$ cat src/sv/wbog_pkg.sv
// wbog_pkg: types, register codes and coordinate helpers for the wave block origin generator
// used by every module of the block; depends on nothing

package wbog_pkg;

	localparam int CoordWidth = 12;
	localparam int BlockStep  = 8;
	localparam int CfgWidth   = 10;
	localparam int OutWidth   = 12;
	localparam int OffWidth   = 2;
	localparam int WideWidth  = ((CoordWidth > CfgWidth + 1) ? CoordWidth : CfgWidth + 1) + 2;
	localparam int AddrWidth  = 5;
	localparam int DataWidth  = 32;
	localparam int InDataWidth  = ((3 * OffWidth + 7) / 8) * 8;
	localparam int OutDataWidth = ((3 * OutWidth + 7) / 8) * 8;

	typedef logic signed [CoordWidth-1:0] coord_t;
	typedef logic signed [WideWidth-1:0]  wide_t;
	typedef logic signed [OffWidth-1:0]   off_t;
	typedef logic [CfgWidth-1:0]          cfg_val_t;

	typedef enum logic [2:0] {
		REG_ORIGIN_X,
		REG_ORIGIN_Y,
		REG_ORIGIN_Z,
		REG_SIZE_X,
		REG_SIZE_Y,
		REG_SIZE_Z,
		REG_DIR_NEGATIVE
	} reg_idx_t;

	typedef struct packed {
		cfg_val_t origin_x;
		cfg_val_t origin_y;
		cfg_val_t origin_z;
		cfg_val_t size_x;
		cfg_val_t size_y;
		cfg_val_t size_z;
		logic     dir_negative;
	} cfg_t;

	typedef struct packed {
		logic [OutWidth-1:0] block_x;
		logic [OutWidth-1:0] block_y;
		logic [OutWidth-1:0] block_z;
		logic                batch_end;
	} res_t;

	localparam wide_t StepW = wide_t'(BlockStep);

	function automatic wide_t uext(cfg_val_t v);
		return {{(WideWidth-CfgWidth){1'b0}}, v};
	endfunction

	function automatic wide_t cext(coord_t v);
		return {{(WideWidth-CoordWidth){v[CoordWidth-1]}}, v};
	endfunction

	function automatic wide_t oext(off_t v);
		return {{(WideWidth-OffWidth){v[OffWidth-1]}}, v};
	endfunction

	function automatic coord_t front_coord(cfg_val_t origin, off_t off, cfg_val_t size);
		wide_t v;
		v = uext(origin) + oext(off);
		if (v > uext(size)) begin
			v = uext(origin);
		end
		return coord_t'(v);
	endfunction

	function automatic coord_t end_z_reset(cfg_val_t size_z, logic dir_negative);
		return dir_negative ? coord_t'(uext(size_z) - StepW) : coord_t'(StepW);
	endfunction

	function automatic logic [OutWidth-1:0] to_out(coord_t v);
		return OutWidth'(cext(v));
	endfunction

endpackage

$ cat src/sv/wbog_cfg.sv
// wbog_cfg: apb register file holding wave origin, problem size and direction
// depends on wbog_pkg

module wbog_cfg (
	input  logic                           clk,
	input  logic                           arst_n,
	input  logic                           psel,
	input  logic                           penable,
	input  logic                           pwrite,
	input  logic [wbog_pkg::AddrWidth-1:0] paddr,
	input  logic [wbog_pkg::DataWidth-1:0] pwdata,
	output logic [wbog_pkg::DataWidth-1:0] prdata,
	output logic                           pready,
	output wbog_pkg::cfg_t                 cfg
);
	import wbog_pkg::*;

	cfg_t     cfg_q;
	reg_idx_t idx;
	logic     wr_en;

	assign idx    = reg_idx_t'(paddr[AddrWidth-1:2]);
	assign pready = 1'b1;
	assign wr_en  = psel && penable && pwrite && pready;
	assign cfg    = cfg_q;

	always_ff @(posedge clk or negedge arst_n) begin
		if (!arst_n) begin
			cfg_q <= '0;
		end else if (wr_en) begin
			case (idx)
				REG_ORIGIN_X:     cfg_q.origin_x     <= pwdata[CfgWidth-1:0];
				REG_ORIGIN_Y:     cfg_q.origin_y     <= pwdata[CfgWidth-1:0];
				REG_ORIGIN_Z:     cfg_q.origin_z     <= pwdata[CfgWidth-1:0];
				REG_SIZE_X:       cfg_q.size_x       <= pwdata[CfgWidth-1:0];
				REG_SIZE_Y:       cfg_q.size_y       <= pwdata[CfgWidth-1:0];
				REG_SIZE_Z:       cfg_q.size_z       <= pwdata[CfgWidth-1:0];
				REG_DIR_NEGATIVE: cfg_q.dir_negative <= pwdata[0];
				default:          cfg_q              <= cfg_q;
			endcase
		end
	end

	always_comb begin
		prdata = '0;
		case (idx)
			REG_ORIGIN_X:     prdata = DataWidth'(cfg_q.origin_x);
			REG_ORIGIN_Y:     prdata = DataWidth'(cfg_q.origin_y);
			REG_ORIGIN_Z:     prdata = DataWidth'(cfg_q.origin_z);
			REG_SIZE_X:       prdata = DataWidth'(cfg_q.size_x);
			REG_SIZE_Y:       prdata = DataWidth'(cfg_q.size_y);
			REG_SIZE_Z:       prdata = DataWidth'(cfg_q.size_z);
			REG_DIR_NEGATIVE: prdata = DataWidth'(cfg_q.dir_negative);
			default:          prdata = '0;
		endcase
	end

endmodule

$ cat src/sv/wbog_step.sv
// wbog_step: input register, front and wave end state, one origin computed per beat
// depends on wbog_pkg

module wbog_step (
	input  logic                 clk,
	input  logic                 arst_n,
	input  wbog_pkg::cfg_t       cfg,
	input  logic                 in_valid,
	output logic                 in_ready,
	input  logic                 in_restart,
	input  wbog_pkg::off_t       in_off_x,
	input  wbog_pkg::off_t       in_off_y,
	input  wbog_pkg::off_t       in_off_z,
	input  logic                 in_last,
	output logic                 out_valid,
	input  logic                 out_ready,
	output wbog_pkg::res_t       out_res
);
	import wbog_pkg::*;

	logic   valid_s1;
	logic   restart_s1;
	off_t   off_x_s1, off_y_s1, off_z_s1;
	logic   last_s1;
	logic   fire;

	coord_t front_x_q, front_y_q, front_z_q;
	coord_t end_x_q, end_y_q, end_z_q;
	off_t   lat_x_q, lat_y_q;

	coord_t fx0, fy0, fz0, ex0, ey0, ez0;
	off_t   lx0, ly0;
	coord_t fx1, fy1, fz1, ex1, ey1, ez1;
	off_t   lx1, ly1;
	wide_t  zstep;
	logic   past;
	logic   leave;

	assign in_ready  = !valid_s1 || out_ready;
	assign fire      = valid_s1 && out_ready;
	assign out_valid = valid_s1;

	always_ff @(posedge clk or negedge arst_n) begin
		if (!arst_n) begin
			valid_s1 <= 1'b0;
		end else if (in_ready) begin
			valid_s1 <= in_valid;
		end
	end

	always_ff @(posedge clk) begin
		if (in_ready && in_valid) begin
			restart_s1 <= in_restart;
			off_x_s1   <= in_off_x;
			off_y_s1   <= in_off_y;
			off_z_s1   <= in_off_z;
			last_s1    <= in_last;
		end
	end

	always_comb begin
		zstep = cfg.dir_negative ? -StepW : StepW;

		// restart: wave end reset and new front before emitting
		if (restart_s1) begin
			ex0 = coord_t'(uext(cfg.size_x));
			ey0 = coord_t'(uext(cfg.size_y));
			ez0 = end_z_reset(cfg.size_z, cfg.dir_negative);
			fx0 = front_coord(cfg.origin_x, off_x_s1, cfg.size_x);
			fy0 = front_coord(cfg.origin_y, off_y_s1, cfg.size_y);
			fz0 = front_coord(cfg.origin_z, off_z_s1, cfg.size_z);
			lx0 = off_x_s1;
			ly0 = off_y_s1;
		end else begin
			ex0 = end_x_q;
			ey0 = end_y_q;
			ez0 = end_z_q;
			fx0 = front_x_q;
			fy0 = front_y_q;
			fz0 = front_z_q;
			lx0 = lat_x_q;
			ly0 = lat_y_q;
		end

		out_res.block_x   = to_out(fx0);
		out_res.block_y   = to_out(fy0);
		out_res.block_z   = to_out(fz0);
		out_res.batch_end = last_s1;

		// advance x, then y, then z
		fx1 = coord_t'(cext(fx0) + StepW);
		fy1 = fy0;
		fz1 = fz0;
		if (fx1 > ex0) begin
			fx1 = coord_t'(oext(lx0));
			fy1 = coord_t'(cext(fy0) + StepW);
		end
		if (fy1 > ey0) begin
			fy1 = coord_t'(oext(ly0));
			fz1 = coord_t'(cext(fz0) + zstep);
		end
		past = cfg.dir_negative ? (fz1 < ez0) : (fz1 > ez0);

		ex1   = ex0;
		ey1   = ey0;
		ez1   = ez0;
		lx1   = lx0;
		ly1   = ly0;
		leave = 1'b0;
		if (past) begin
			ez1   = coord_t'(cext(ez0) + zstep);
			leave = (cext(ex1) > uext(cfg.size_x) + StepW) ||
				(cext(ey1) > uext(cfg.size_y) + StepW) ||
				(cext(ez1) > uext(cfg.size_z) + StepW) ||
				(cext(ex1) <= -StepW) || (cext(ey1) <= -StepW) ||
				(cext(ez1) <= -StepW);
			if (leave) begin
				ex1 = coord_t'(uext(cfg.size_x));
				ey1 = coord_t'(uext(cfg.size_y));
				ez1 = end_z_reset(cfg.size_z, cfg.dir_negative);
			end
			fx1 = front_coord(cfg.origin_x, off_x_s1, cfg.size_x);
			fy1 = front_coord(cfg.origin_y, off_y_s1, cfg.size_y);
			fz1 = front_coord(cfg.origin_z, off_z_s1, cfg.size_z);
			lx1 = off_x_s1;
			ly1 = off_y_s1;
		end
	end

	always_ff @(posedge clk or negedge arst_n) begin
		if (!arst_n) begin
			front_x_q <= '0;
			front_y_q <= '0;
			front_z_q <= '0;
			end_x_q   <= '0;
			end_y_q   <= '0;
			end_z_q   <= '0;
			lat_x_q   <= '0;
			lat_y_q   <= '0;
		end else if (fire) begin
			front_x_q <= fx1;
			front_y_q <= fy1;
			front_z_q <= fz1;
			end_x_q   <= ex1;
			end_y_q   <= ey1;
			end_z_q   <= ez1;
			lat_x_q   <= lx1;
			lat_y_q   <= ly1;
		end
	end

`ifndef SYNTHESIS
	a_state_holds: assert property (@(posedge clk) disable iff (!arst_n)
		!fire |=> $stable(front_x_q) && $stable(front_y_q) && $stable(front_z_q) &&
			$stable(end_z_q))
		else $error("front or wave end moved without a beat");

	a_restart_end_x: assert property (@(posedge clk) disable iff (!arst_n)
		fire && restart_s1 |=> end_x_q == coord_t'(uext($past(cfg.size_x))))
		else $error("restart did not reset wave end x");

	a_stall_holds: assert property (@(posedge clk) disable iff (!arst_n)
		valid_s1 && !out_ready |=> valid_s1 && $stable(restart_s1) && $stable(last_s1))
		else $error("stalled item lost from input stage");
`endif

endmodule

$ cat src/sv/wbog_out.sv
// wbog_out: result register between the origin logic and the output stream
// depends on wbog_pkg

module wbog_out (
	input  logic           clk,
	input  logic           arst_n,
	input  logic           in_valid,
	output logic           in_ready,
	input  wbog_pkg::res_t in_res,
	output logic           m_valid,
	input  logic           m_ready,
	output wbog_pkg::res_t m_res
);
	import wbog_pkg::*;

	logic valid_q;
	res_t res_q;

	assign in_ready = !valid_q || m_ready;
	assign m_valid  = valid_q;
	assign m_res    = res_q;

	always_ff @(posedge clk or negedge arst_n) begin
		if (!arst_n) begin
			valid_q <= 1'b0;
		end else if (in_ready) begin
			valid_q <= in_valid;
		end
	end

	always_ff @(posedge clk) begin
		if (in_ready && in_valid) begin
			res_q <= in_res;
		end
	end

`ifndef SYNTHESIS
	a_load_shows: assert property (@(posedge clk) disable iff (!arst_n)
		in_valid && in_ready |=> m_valid && m_res == $past(in_res))
		else $error("result beat not loaded");

	a_drain: assert property (@(posedge clk) disable iff (!arst_n)
		m_valid && m_ready && !in_valid |=> !m_valid)
		else $error("result beat repeated");
`endif

endmodule

$ cat src/sv/wave_block_origin_generator_top.sv
// path: an accepted input beat is registered in the input stage, then in the result register
// throughput: one origin per cycle unless m_axis stalls; fronts and wave end update once per beat
// the input stage and result register each hold one beat, so input is taken while a result waits
// reset: arst_n clears valid flags, config, fronts, wave end and latched offsets to zero at once
// top level of the wave block origin generator: apb config, step logic, result register
// depends on wbog_pkg, wbog_cfg, wbog_step, wbog_out

module wave_block_origin_generator_top (
	input  logic                              clk,
	input  logic                              arst_n,
	input  logic                              psel,
	input  logic                              penable,
	input  logic                              pwrite,
	input  logic [wbog_pkg::AddrWidth-1:0]    paddr,
	input  logic [wbog_pkg::DataWidth-1:0]    pwdata,
	output logic [wbog_pkg::DataWidth-1:0]    prdata,
	output logic                              pready,
	input  logic                              s_axis_tvalid,
	output logic                              s_axis_tready,
	// offset_x, offset_y, offset_z, zero pad
	input  logic [wbog_pkg::InDataWidth-1:0]  s_axis_tdata,
	// restart
	input  logic                              s_axis_tuser,
	input  logic                              s_axis_tlast,
	output logic                              m_axis_tvalid,
	input  logic                              m_axis_tready,
	// block_x, block_y, block_z, zero pad
	output logic [wbog_pkg::OutDataWidth-1:0] m_axis_tdata,
	output logic                              m_axis_tlast
);
	import wbog_pkg::*;

	cfg_t cfg;
	logic step_valid;
	logic step_ready;
	res_t step_res;
	res_t m_res;

	wbog_cfg u_cfg (
		.clk     (clk),
		.arst_n  (arst_n),
		.psel    (psel),
		.penable (penable),
		.pwrite  (pwrite),
		.paddr   (paddr),
		.pwdata  (pwdata),
		.prdata  (prdata),
		.pready  (pready),
		.cfg     (cfg)
	);

	wbog_step u_step (
		.clk        (clk),
		.arst_n     (arst_n),
		.cfg        (cfg),
		.in_valid   (s_axis_tvalid),
		.in_ready   (s_axis_tready),
		.in_restart (s_axis_tuser),
		.in_off_x   (off_t'(s_axis_tdata[OffWidth-1:0])),
		.in_off_y   (off_t'(s_axis_tdata[2*OffWidth-1:OffWidth])),
		.in_off_z   (off_t'(s_axis_tdata[3*OffWidth-1:2*OffWidth])),
		.in_last    (s_axis_tlast),
		.out_valid  (step_valid),
		.out_ready  (step_ready),
		.out_res    (step_res)
	);

	wbog_out u_out (
		.clk      (clk),
		.arst_n   (arst_n),
		.in_valid (step_valid),
		.in_ready (step_ready),
		.in_res   (step_res),
		.m_valid  (m_axis_tvalid),
		.m_ready  (m_axis_tready),
		.m_res    (m_res)
	);

	assign m_axis_tdata = OutDataWidth'({m_res.block_z, m_res.block_y, m_res.block_x});
	assign m_axis_tlast = m_res.batch_end;

endmodule

$ cat config.mk
export PLATFORM = sky130hd
export DESIGN_NAME = wave_block_origin_generator_top
export DESIGN_NICKNAME = d
export VERILOG_FILES = /design/src/sv/wbog_pkg.sv /design/src/sv/wbog_cfg.sv /design/src/sv/wbog_step.sv /design/src/sv/wbog_out.sv /design/src/sv/wave_block_origin_generator_top.sv
export SDC_FILE = /design/constraint.sdc
export NUM_CORES = 1
export LEC_CHECK = 0
export BUFFER_PORTS_ARGS = -buffer_cell sky130_fd_sc_hd__buf_2
export CORE_UTILIZATION = 35
export DETAILED_ROUTE_END_ITERATION = 8
export REMOVE_ABC_BUFFERS = 1
export SYNTH_ARGS = -nofsm -noshare
export SYNTH_HDL_FRONTEND = slang
export SYNTH_HIERARCHICAL = 1
export SYNTH_SLANG_ARGS = --single-unit
$ cat constraint.sdc
create_clock -name clk -period 13.9 [get_ports clk]
set_clock_uncertainty 0.2 [all_clocks]
set_input_delay 2.085 -clock clk [delete_from_list [all_inputs] [get_ports clk]]
set_output_delay 2.085 -clock clk [all_outputs]
set_load 0.02 [all_outputs]
After elaboration in Yosys (flattened, before gate mapping)
Index checks and enable logic that the tools add are counted.
- $add $sub $neg: 11
- order comparisons: 13
- equality and inequality tests: 6
- muxes and demuxes: 30
- reductions and logical operators: 21
- operator list (cell ; number):
    $mux 12 ; 24
    $gt 12x12->1 ; 6
    $pmux 10 s7 ; 1
    $add 11x2->12 ; 3
    $gt 12x11->1 ; 3
    $le 12x4->1 const B ; 3
    $add 10x4->11 const B ; 3
    $add 12x12->12 ; 2
    $add 12x5->12 const B ; 2
    $reduce_and 2->1 ; 7
    $lt 12x12->1 ; 1
    $sub 10x4->11 const B ; 1
    $eq 3x3->1 const B ; 3
    $mux 2 ; 4
    $logic_or 1x1->1 ; 7
    $eq 3x2->1 const B ; 2
    $logic_and 1x1->1 ; 4
    $eq 3x1->1 const B ; 1
    $logic_not 3->1 ; 1
    $logic_not 1->1 ; 2
    $mux 1 ; 1
- bits in registers: 184
- bits of input ports: 54
- output and inout port bits: 76
- word-level logic and storage cells: 107

Logic depth before layout (Yosys ltp)
Gate-level depths: netlist of the first run.
- word-level depth: 12
- depth in mapped cells: 55
- mapped depth without buffers: 50

Modules after synthesis
Netlist of the first run, hierarchy kept.
- by module, submodules not included (module ; times used ; cells each ; area an instance (um2) ; seq. area each (um2)):
    wbog_step ; 1 ; 1265 ; 10676.5 ; 2167.1
    wbog_cfg ; 1 ; 233 ; 3095.5 ; 1526.5
    wbog_out ; 1 ; 41 ; 1164.9 ; 1136.1
    wave_block_origin_generator_top ; 1 ; 5 ; 33.8 ; 0.0

Worst setup path after synthesis of the first run
No wires, ideal clock.
- path kind: register -> register
- start: register u_step.off_x_s1[1]
- end: register u_step.end_x_q[0]
- setup time: 0.125 ns
- arrival: 10.019 ns
- data required time: 13.575 ns
- setup slack: 3.556 ns
- cell stages (with the launch flop): 52
- path buffers: 6
- clock period less this slack: 10.344 ns
- cells stage by stage: edfxtp_1 clkbuf_1 inv_1 fa_1 nor2b_1 o31a_1 o21ai_0 nand2_1 xnor2_1 inv_1 ha_1 nand3_1 nor2_1 a211oi_1 a31oi_1 o211ai_2 nand2_2 buf_4 [... 16 more ...] a31oi_1 o41a_1 clkbuf_1 buf_1 a21oi_1 ha_1 a21o_1 a21o_1 a21oi_1 o211ai_1 xnor2_1 nor2b_1 clkbuf_1 nand2_1 inv_1 a22oi_4 buf_4 mux2_2
- RTL lines (element ; RTL line ; RTL):
    from (decl) ; wbog_step.sv:23 ; off_t off_x_s1, off_y_s1, off_z_s1;
    from (signal assigned) ; wbog_step.sv:54 ; off_x_s1 <= in_off_x;
    to (signal assigned) ; wbog_step.sv:135 ; end_x_q <= '0;
    to (signal assigned) ; wbog_step.sv:144 ; end_x_q <= ex1;
    to (decl) ; wbog_step.sv:28 ; coord_t end_x_q, end_y_q, end_z_q;

==> results of run 1 <==
-- power by group --
part           internal, uW  switching [uW]  total [uW]
logic                   835            1270        2110
clock network           255             239         494
registers               727             140         867
-- state kept, by name, summed over array words and instances (netlist names), 2 cells and up --
register,count
u_out/m_res,37
u_step/front_z_q,12
u_step/front_y_q,12
u_step/front_x_q,12
u_cfg/cfg,61
u_step/off_z_s1,2
u_step/end_x_q,12
u_step/lat_y_q,2
u_step/off_x_s1,2
u_step/lat_x_q,2
u_step/off_y_s1,2
u_step/end_z_q,12
u_step/end_y_q,12
-- cell usage in the layout (no fill, tap or decap), drive strengths merged, types with 45 or more instances in the layout --
cell / count
ha: 152
dfrtp: 139
inv: 122
mux2: 117
a21oi: 105
nand2: 101
buf: 89
nor2: 84
mux2i: 70
o21ai: 64
xnor2: 59
edfxtp: 45
-- through the flow --
step / utilization, % / hold WS [ns] / instances / setup WS [ns]
after floorplan: - / 0.200 / 1485 / 1.52
after global placement: 37.5 / 0.203 / 2113 / 1.85
after detailed placement: 37.5 / 0.220 / 2113 / 1.66
after CTS: 38.8 / 0.223 / 2145 / 1.56
after global routing: 38.8 / 0.248 / 2145 / 0.589
final: 38.8 / 0.221 / 2145 / 1.62
-- cells by family (layout without fill, tap and decap cells) --
| logic type | after synthesis | after routing | share of synthesized area [%] |
|---|---|---|---|
| muxes | 187 | 187 | 13.7 |
| buffers and inverters | 198 | 236 | 6.11 |
| other | 3 | 27 | 0.0752 |
| xor gates and xnor gates | 74 | 74 | 4.38 |
| DFF | 184 | 184 | 32.3 |
| adders and majority gates | 157 | 157 | 13.4 |
| and+or+nand+nor | 373 | 373 | 12.9 |
| AOI/OAI and AO/OA | 368 | 368 | 17.2 |
-- cell type report --
type,instances,share of cell area (%)
tap,539,4.13
clock inverter,14,0.935
sequential,184,29.6
inverter,115,2.64
clock buffer,18,2.63
multi-input combinational,1186,57.1
timing repair buffer,89,2.97
-- synthesized netlist by cell type (6+ instances only) --
library cell / count / area (um^2)
xor2_1: 15 / 131
buf_2: 11 / 55.1
and3_1: 10 / 62.6
o211ai_1: 17 / 128
o21a_1: 27 / 203
nor2_1: 80 / 300
or3_1: 10 / 62.6
dfrtp_1: 139 / 3480
nor2b_1: 19 / 119
mux2i_1: 70 / 701
nand2b_1: 12 / 75.1
o21ai_0: 58 / 290
and2_1: 16 / 100
mux2_2: 106 / 1190
a221oi_1: 7 / 61.3
buf_4: 32 / 240
ha_1: 152 / 1900
nor3_1: 22 / 110
mux2_4: 10 / 150
nand3_1: 37 / 185
buf_1: 8 / 30.0
a31oi_1: 14 / 87.6
nand2_1: 100 / 375
nand4_1: 25 / 156
clkbuf_1: 27 / 101
xnor2_1: 58 / 508
o21bai_1: 13 / 97.6
a21oi_1: 102 / 510
and4_1: 6 / 52.6
a211oi_1: 14 / 105
inv_1: 113 / 424
a21o_1: 33 / 248
edfxtp_1: 45 / 1350
-- worst min-delay path by stage --
| stage | startpoint | to | slack [ns] | cells past startpoint |
|---|---|---|---|---|
| finish | u_step/last_s1 | u_out/m_res[0] | 0.22 | 0 |
| detailed placement | u_step/last_s1 | u_out/m_res[0] | 0.22 | 0 |
| floorplan | u_step/last_s1 | u_out/m_res[0] | 0.20 | 0 |
| global placement | u_step/last_s1 | u_out/m_res[0] | 0.20 | 0 |
| CTS | u_step/last_s1 | u_out/m_res[0] | 0.22 | 0 |
| global route | u_step/last_s1 | u_out/m_res[0] | 0.25 | 0 |
-- critical path, delay by kind of cell (launching register included) --
family,cells,cell delay [ns]
compound gates,15,4.16
simple gates,14,2.18
fa+ha+maj,6,2.03
xor+xnor,5,1.31
buf+inv,6,0.82
flops,1,0.81
mux,2,0.60
-- per-layer routing --
layer	up-vias	global-route usage (%)	wire (um)
met2	317	29.6	18400
li1	5686	-	-
met5	-	0	0
met3	55	2.77	1900
met1	5820	28.0	20600
met4	0	5.70	809
==> flow_metrics.tcl, run 1 <==
set metrics [dict create \
    grt_pass1_wl_um 65400 \
    worst_hold_path_type "flip-flop to flip-flop" \
    layout-drive-gt1-share_pct 17.6 \
    clkLatencyLatePin_ns 0.46 \
    slowest_delay_ns 0.81 \
    clockBufferDepth 2 \
    hold_violations 0 \
    startpoint_type "flip-flop" \
    cp_slowest_cell "edfxtp_1" \
    synth_area_um2 15000 \
    crit_path_end "u_step/end_y_q[4]" \
    worst_pin_slew_ns 0.995 \
    final_nets 1804 \
    cts_made_buffers 17 \
    p_per_area_nw_per_um2 212 \
    grt_antenna_before_repair 0 \
    fillers 4255 \
    drtAntennaViolNets 0 \
    cts.repair.resized 0 \
    drt-wirelength-per-cell_um 19.5 \
    critPathRequiredTime_ns 14.04 \
    reg2reg_from "u_step/off_x_s1[1]" \
    status "finished clean" \
    final.period_utilization_pct 88.3 \
    place_congestion 0.900 \
    rsz0062_at_grt "false" \
    die_y_um 209 \
    synth_edf_count 45 \
    core-area_um2 42000 \
    root_buffer "clkbuf_16" \
    io_buffers 76 \
    vdd_drop_max_mv 0.198 \
    synthCells 1544 \
    multi_input_area_um2 9330 \
    stdcell_area_um2 16300 \
    wl_um 41700 \
    synth_ff_type "dfrtp_1" \
    yosysUniqueCellTypes 104 \
    r2r_cells 48 \
    grt_max_degree 83 \
    yosysSeqAreaShare_pct 32.3 \
    fp.dieArea_um2 43600 \
    rows 75 \
    maxCapViolCount 0 \
    area_growth_pct 9.09 \
    leakage_uw 0.00751 \
    io_pins 130 \
    first_pass_iters 6 \
    setup_tns_ns 0 \
    cts_sinks 184 \
    critPathKind "flip-flop to flip-flop" \
    drt-initial-drc-count 1039 \
    postCtsSetupRepairBufs 0 \
    worstReg2RegEnd "u_step/end_y_q[4]" \
    grt_use_total_pct 19.3 \
    cts_tree "yes" \
    vias_per_cell 5.54 \
    post-dp-hpwl_um 31500 \
    antenna_cells 0 \
    htreeDepth 4 \
    grt_pass1_vias 11400 \
    critPathMaxFanout 27 \
    synth_area_per_cell_um2 9.70 \
    min_period_ns 12.28 \
    postPlaceCellArea_um2 15700 \
    ys_ff_latch 184 \
    p_total_uw 3470 \
    drv_slew 0 \
    startpoint "u_step/off_x_s1[1]" \
    post-route-drc-count 0 \
    fmax_mhz 81.4 \
    cp-end-kind "flip-flop" \
    path_clk_slew_ns 0.07 \
    ff2ff_setup_slack_ns 1.62 \
    synth_warnings 6 \
    final-setup-viol-count 0 \
    via_count 11900 \
    die_w_um 209 \
    cts_hold_buf 0 \
    slew-limit-headroom_pct 33.7 \
    worst_ep_arrival_time_ns 12.42 \
    start_util_pct 35.6 \
    async_flop_share_pct 75.5 \
    grt-ovfl-total 0 \
    seq_area_um2 4830 \
]
Note: power is estimated with default switching activity, not from simulation.
==> run 2, diff against run 1 <==
--- a/config.mk
+++ b/config.mk
@@ -6,6 +6,7 @@
 export NUM_CORES = 1
 export LEC_CHECK = 0
 export BUFFER_PORTS_ARGS = -buffer_cell sky130_fd_sc_hd__buf_2
+export CORE_MARGIN = 5
 export CORE_UTILIZATION = 35
 export DETAILED_ROUTE_END_ITERATION = 8
 export REMOVE_ABC_BUFFERS = 1
==> run 2 against run 1 <==
Sequential share of layout area barely moved. First-iteration DRC count rose by 5.4%. Die area rose by 7.8%. Wire length rose by 0.58%. Maximum frequency fell by 2.2%. Clock power fell by 3%. Sequential power barely moved. Critical path depth fell by 4. Highest routed layer unchanged. Combinational power barely moved. Count of clock-buffer cells in the layout rose by 1. Worst hold slack improved by 0.012 ns. Worst setup slack got worse by 0.28 ns.
==> flow_metrics.tcl, run 2 (synthesis results as in run 1) <==
set metrics [dict create \
    layout-drive-gt1-share_pct 17.6 \
    path_clk_slew_ns 0.07 \
    cpMostUsedCell "ha_1" \
    final_common_cell "ha_1" \
    multi_input_area_um2 9330 \
    post-dp-hpwl_um 31700 \
    grt_pass1_vias 11500 \
    root_buffer "clkbuf_16" \
    final.period_utilization_pct 90.4 \
    drt-wirelength-per-cell_um 19.6 \
    vdd_drop_max_mv 0.136 \
    slowest_delay_ns 0.80 \
    die_y_um 217 \
    dp_slack_ns 1.40 \
    htreeDepth 4 \
    largest_reg_flops 61 \
    die_w_um 217 \
    start_util_pct 35.5 \
    cts_made_buffers 17 \
    clkLatencyLatePin_ns 0.47 \
    via_count 11900 \
    postCtsSetupRepairBufs 0 \
    worst_slack_ns 1.34 \
    layout_common_cells "ha_1 (152), dfrtp_1 (139), inv_1 (113)" \
    fp.dieArea_um2 47000 \
    critical_path_buf_inv_count 4 \
    grt-ovfl-total 0 \
    cp_slowest_cell "edfxtp_1" \
    grt_antenna_before_repair 0 \
    startpoint_type "flip-flop" \
    io_pins 130 \
    grt_pass1_wl_um 66000 \
    leakage_uw 0.00750 \
    cts_tree "yes" \
    setup_tns_ns 0 \
    status "finished clean" \
    fillers 4167 \
    final_nets 1804 \
    maxCapViolCount 0 \
    placed_cells 2113 \
    hold_violations 0 \
    grt_max_degree 85 \
    worst_pin_slew_ns 0.875 \
    rsz0062_at_grt "false" \
    cts_sinks 184 \
    slew-limit-headroom_pct 41.7 \
    worst_ep_arrival_time_ns 12.70 \
    grt_use_total_pct 17.7 \
    place_congestion 0.892 \
    instances_no_fill 2145 \
    first_pass_iters 5 \
    seq_area_um2 4830 \
    cts.repair.resized 0 \
    rows 75 \
    drv_slew 0 \
    critical_path.top_delay_family "compound AO/OA/AOI/OAI gates" \
    area_growth_pct 8.98 \
    cp-end-kind "flip-flop" \
    core-area_um2 42100 \
    critPathRequiredTime_ns 14.04 \
    post-route-drc-count 0 \
    cts_hold_buf 0 \
    io_buffers 76 \
    min_period_ns 12.56 \
    clockBufferDepth 2 \
    final-setup-viol-count 0 \
    antenna_cells 0 \
    worst_hold_path_type "flip-flop to flip-flop" \
    drt-initial-drc-count 1095 \
    p_total_uw 3450 \
    critPathKind "flip-flop to flip-flop" \
    p_per_area_nw_per_um2 211 \
    fmax_mhz 79.6 \
    vias_per_cell 5.53 \
    critPathMaxFanout 27 \
    drtAntennaViolNets 0 \
    wl_um 42000 \
]
## run 2: changes by cell type in the layout (fill, tap and decap cells not counted)
| cell | delta |
|---|---|
| clkbuf_16 | +1 |
| clkinv_8 | -1 |
| inv_6 | -4 |
| clkinv_2 | +1 |
| clkinvlp_4 | +1 |
| clkinv_4 | +2 |
| inv_8 | +1 |
| bufinv_16 | -1 |
## run 2: layout make-up
class	instances	share of cell area, %
tap	539	4.13
sequential	184	29.6
timing repair buffer	89	2.97
inverter	115	2.65
clock inverter	13	0.690
clock buffer	19	2.78
multi-input combinational	1186	57.2
## run 2: worst reg2reg max path: cells and delay by family, from the launching register on
kind / cells / cell delay, ns
buffers and inverters: 4 / 0.89
adder cells (fa/ha/maj): 6 / 2.03
AND/OR/NAND/NOR: 13 / 1.93
XOR/XNOR: 3 / 0.79
multiplexers: 4 / 1.52
AO/OA/AOI/OAI: 14 / 4.29
flip-flops: 1 / 0.80
## run 2: final timing paths
path	endpoint	from	depth (start not counted)	slack [ns]
worst min-delay path	u_out/m_res[0]	u_step/last_s1	0	0.23
worst max register to register	u_step/end_x_q[4]	u_step/off_x_s1[1]	44	1.34
min in group asynchronous	u_step/out_valid	arst_n	1	1.47
worst min register to register	u_out/m_res[0]	u_step/last_s1	0	0.23
worst max-delay path	u_step/end_x_q[4]	u_step/off_x_s1[1]	44	1.34
max in group asynchronous	u_step/end_z_q[6]	arst_n	2	10.73
## run 2: stage by stage
| stage | hold WS, ns | util [%] | area, um^2 |
|---|---|---|---|
| 2_1_floorplan | 0.200 | - | 14600 |
| 5_1_grt | 0.255 | 38.7 | 16300 |
| 4_1_cts | 0.237 | 38.7 | 16300 |
| 3_5_place_dp | 0.232 | 37.4 | 15700 |
| 6_report | 0.233 | 38.7 | 16300 |
| 3_3_place_gp | 0.202 | 37.4 | 15700 |
## run 2: report_power, final
group	switching (uW)	internal [uW]	total, uW	leakage (uW)
Clock	233	245	478	0.000275
Sequential	142	727	869	0.00219
Combinational	1270	835	2100	0.00504
## run 2: routing by layer
metal | wire length [um] | global-route usage [%] | part of all wire (%) | up-vias
li1 | - | - | - | 5702
met1 | 20100 | 25.8 | 48 | 5795
met2 | 19000 | 27.9 | 45 | 321
met3 | 2210 | 2.67 | 5.3 | 42
met4 | 668 | 4.26 | 1.6 | 0
met5 | 0 | 0 | 0 | -
==> run 3, diff against run 2 <==
--- a/config.mk
+++ b/config.mk
@@ -6,6 +6,7 @@
 export NUM_CORES = 1
 export LEC_CHECK = 0
 export BUFFER_PORTS_ARGS = -buffer_cell sky130_fd_sc_hd__buf_2
+export CORE_ASPECT_RATIO = 1.4
 export CORE_MARGIN = 5
 export CORE_UTILIZATION = 35
 export DETAILED_ROUTE_END_ITERATION = 8
==> run 3 against run 2 <==
Worst setup slack improved by 0.19 ns. Utilization barely moved. Highest routed layer unchanged. Critical path depth rose by 1.
==> flow_metrics.tcl, run 3 (synthesis results as in run 1) <==
set metrics [dict create \
    postCtsSetupRepairBufs 0 \
    post-route-drc-count 0 \
    final-setup-viol-count 0 \
    grt_max_degree 108 \
    p_per_area_nw_per_um2 212 \
    rsz0062_at_grt "false" \
    grt_pass1_wl_um 67600 \
    hold_violations 0 \
    largest_reg_flops 61 \
    status "finished clean" \
    final_common_cell "ha_1" \
    layout_common_cells "ha_1 (152), dfrtp_1 (139), inv_1 (113)" \
    root_buffer "clkbuf_16" \
    cts.repair.resized 0 \
    drv_slew 0 \
    slowest_delay_ns 0.88 \
    maxCapViolCount 0 \
    r2r_cells 45 \
    layout-drive-gt1-share_pct 17.6 \
    via_count 12000 \
    final.period_utilization_pct 89.0 \
    post-dp-hpwl_um 33800 \
    first_pass_iters 5 \
    drtAntennaViolNets 0 \
    critPathKind "flip-flop to flip-flop" \
    reg2reg_from "u_step/off_x_s1[1]" \
    clkLatencyLatePin_ns 0.46 \
    path_clk_slew_ns 0.07 \
    grt_antenna_before_repair 1 \
    cp_slowest_cell "edfxtp_1" \
    worst_pin_slew_ns 1.14 \
    slew-limit-headroom_pct 24.3 \
    cp-end-kind "flip-flop" \
    die_w_um 185 \
    critPathMaxFanout 27 \
    worst_hold_path_type "flip-flop to flip-flop" \
    ff2ff_setup_slack_ns 1.53 \
    io_buffers 76 \
    grt-ovfl-total 0 \
    crit_path_end "u_step/end_x_q[8]" \
    multi_input_area_um2 9330 \
    cts_hold_buf 0 \
    vdd_drop_max_mv 0.210 \
    grt_pass1_vias 12000 \
    final_util_pct 38.7 \
    vias_per_cell 5.56 \
    start_util_pct 35.5 \
    seq_area_um2 4830 \
    place_congestion 0.898 \
    fillers 4217 \
    setup_tns_ns 0 \
    startpoint_type "flip-flop" \
    die_y_um 255 \
    min_period_ns 12.37 \
    core-area_um2 42200 \
    cts_sinks 184 \
    grt_use_total_pct 18.6 \
    worst_ep_arrival_time_ns 12.51 \
    drt-initial-drc-count 676 \
    fmax_mhz 80.8 \
    drt-wirelength-per-cell_um 20.5 \
    htreeDepth 4 \
    clockBufferDepth 2 \
    critPathRequiredTime_ns 14.04 \
    wl_um 44200 \
    leakage_uw 0.00752 \
    worstReg2RegEnd "u_step/end_x_q[8]" \
    area_growth_pct 9.24 \
    rows 89 \
    cts_made_buffers 17 \
    final_nets 1804 \
    startpoint "u_step/off_x_s1[1]" \
    io_pins 130 \
    cpMostUsedCell "ha_1" \
    fp.dieArea_um2 47100 \
    cts_tree "yes" \
]
[run 3: changes by cell type in the layout (fill, tap and decap cells not counted), sizes merged]
cell,previous run,this run
clkbuf,19,21
clkinv,7,4
clkinvlp,2,0
diode,0,1
inv,119,122
[run 3: metrics by stage]
step | worst slack (ns) | hold WS (ns) | std cells | total power [uW] | cell area, um^2
4_1_cts | 1.60 | 0.239 | 2152 | 3470 | 16400
5_1_grt | 0.604 | 0.242 | 2152 | 3730 | 16400
3_5_place_dp | 1.64 | 0.206 | 2120 | 2960 | 15800
6_report | 1.53 | 0.232 | 2153 | 3460 | 16400
2_1_floorplan | 1.52 | 0.200 | 1485 | 2330 | 14600
3_3_place_gp | 1.77 | 0.218 | 2120 | 2910 | 15800
[run 3: area by class of cell]
| type | instances | share of cell area [%] |
|---|---|---|
| antenna | 1 | 0.0153 |
| clock buffer | 21 | 2.95 |
| clock inverter | 11 | 0.604 |
| inverter | 115 | 2.64 |
| multi-input combinational | 1186 | 57.0 |
| sequential | 184 | 29.5 |
| tap | 546 | 4.18 |
| timing repair buffer | 89 | 3.04 |
[run 3: per-layer routing]
metal	track usage [%]	wire (um)	vias up	part of all wire, %
met4	10.6	2610	0	5.9
met2	33.5	22700	308	51
met5	0	0	-	0
met1	21.2	17400	5858	39
li1	-	-	5705	-
met3	2.04	1450	90	3.3
[run 3: worst max-delay path: cells and delay by family, from the launching register on]
| family | cells | cell delay [ns] |
|---|---|---|
| XOR/XNOR | 4 | 1.05 |
| AND/OR/NAND/NOR | 9 | 1.53 |
| adder cells (fa/ha/maj) | 6 | 2.09 |
| AO/OA/AOI/OAI | 20 | 5.20 |
| multiplexers | 2 | 0.64 |
| flip-flops | 1 | 0.88 |
| buffers and inverters | 4 | 0.59 |
[run 3: worst min-delay path by stage]
stage / startpoint / to / cells after the start
floorplan: u_step/last_s1 / u_out/m_res[0] / 0
global placement: u_step/last_s1 / u_out/m_res[0] / 0
CTS: u_step/last_s1 / u_out/m_res[0] / 0
global route: u_step/last_s1 / u_out/m_res[0] / 0
finish: u_step/last_s1 / u_out/m_res[0] / 0
detailed placement: u_step/last_s1 / u_out/m_res[0] / 0
[run 3: where the power goes]
group	switching [uW]	internal, uW	total (uW)
Sequential	140	727	867
Clock	237	256	493
Combinational	1260	841	2100
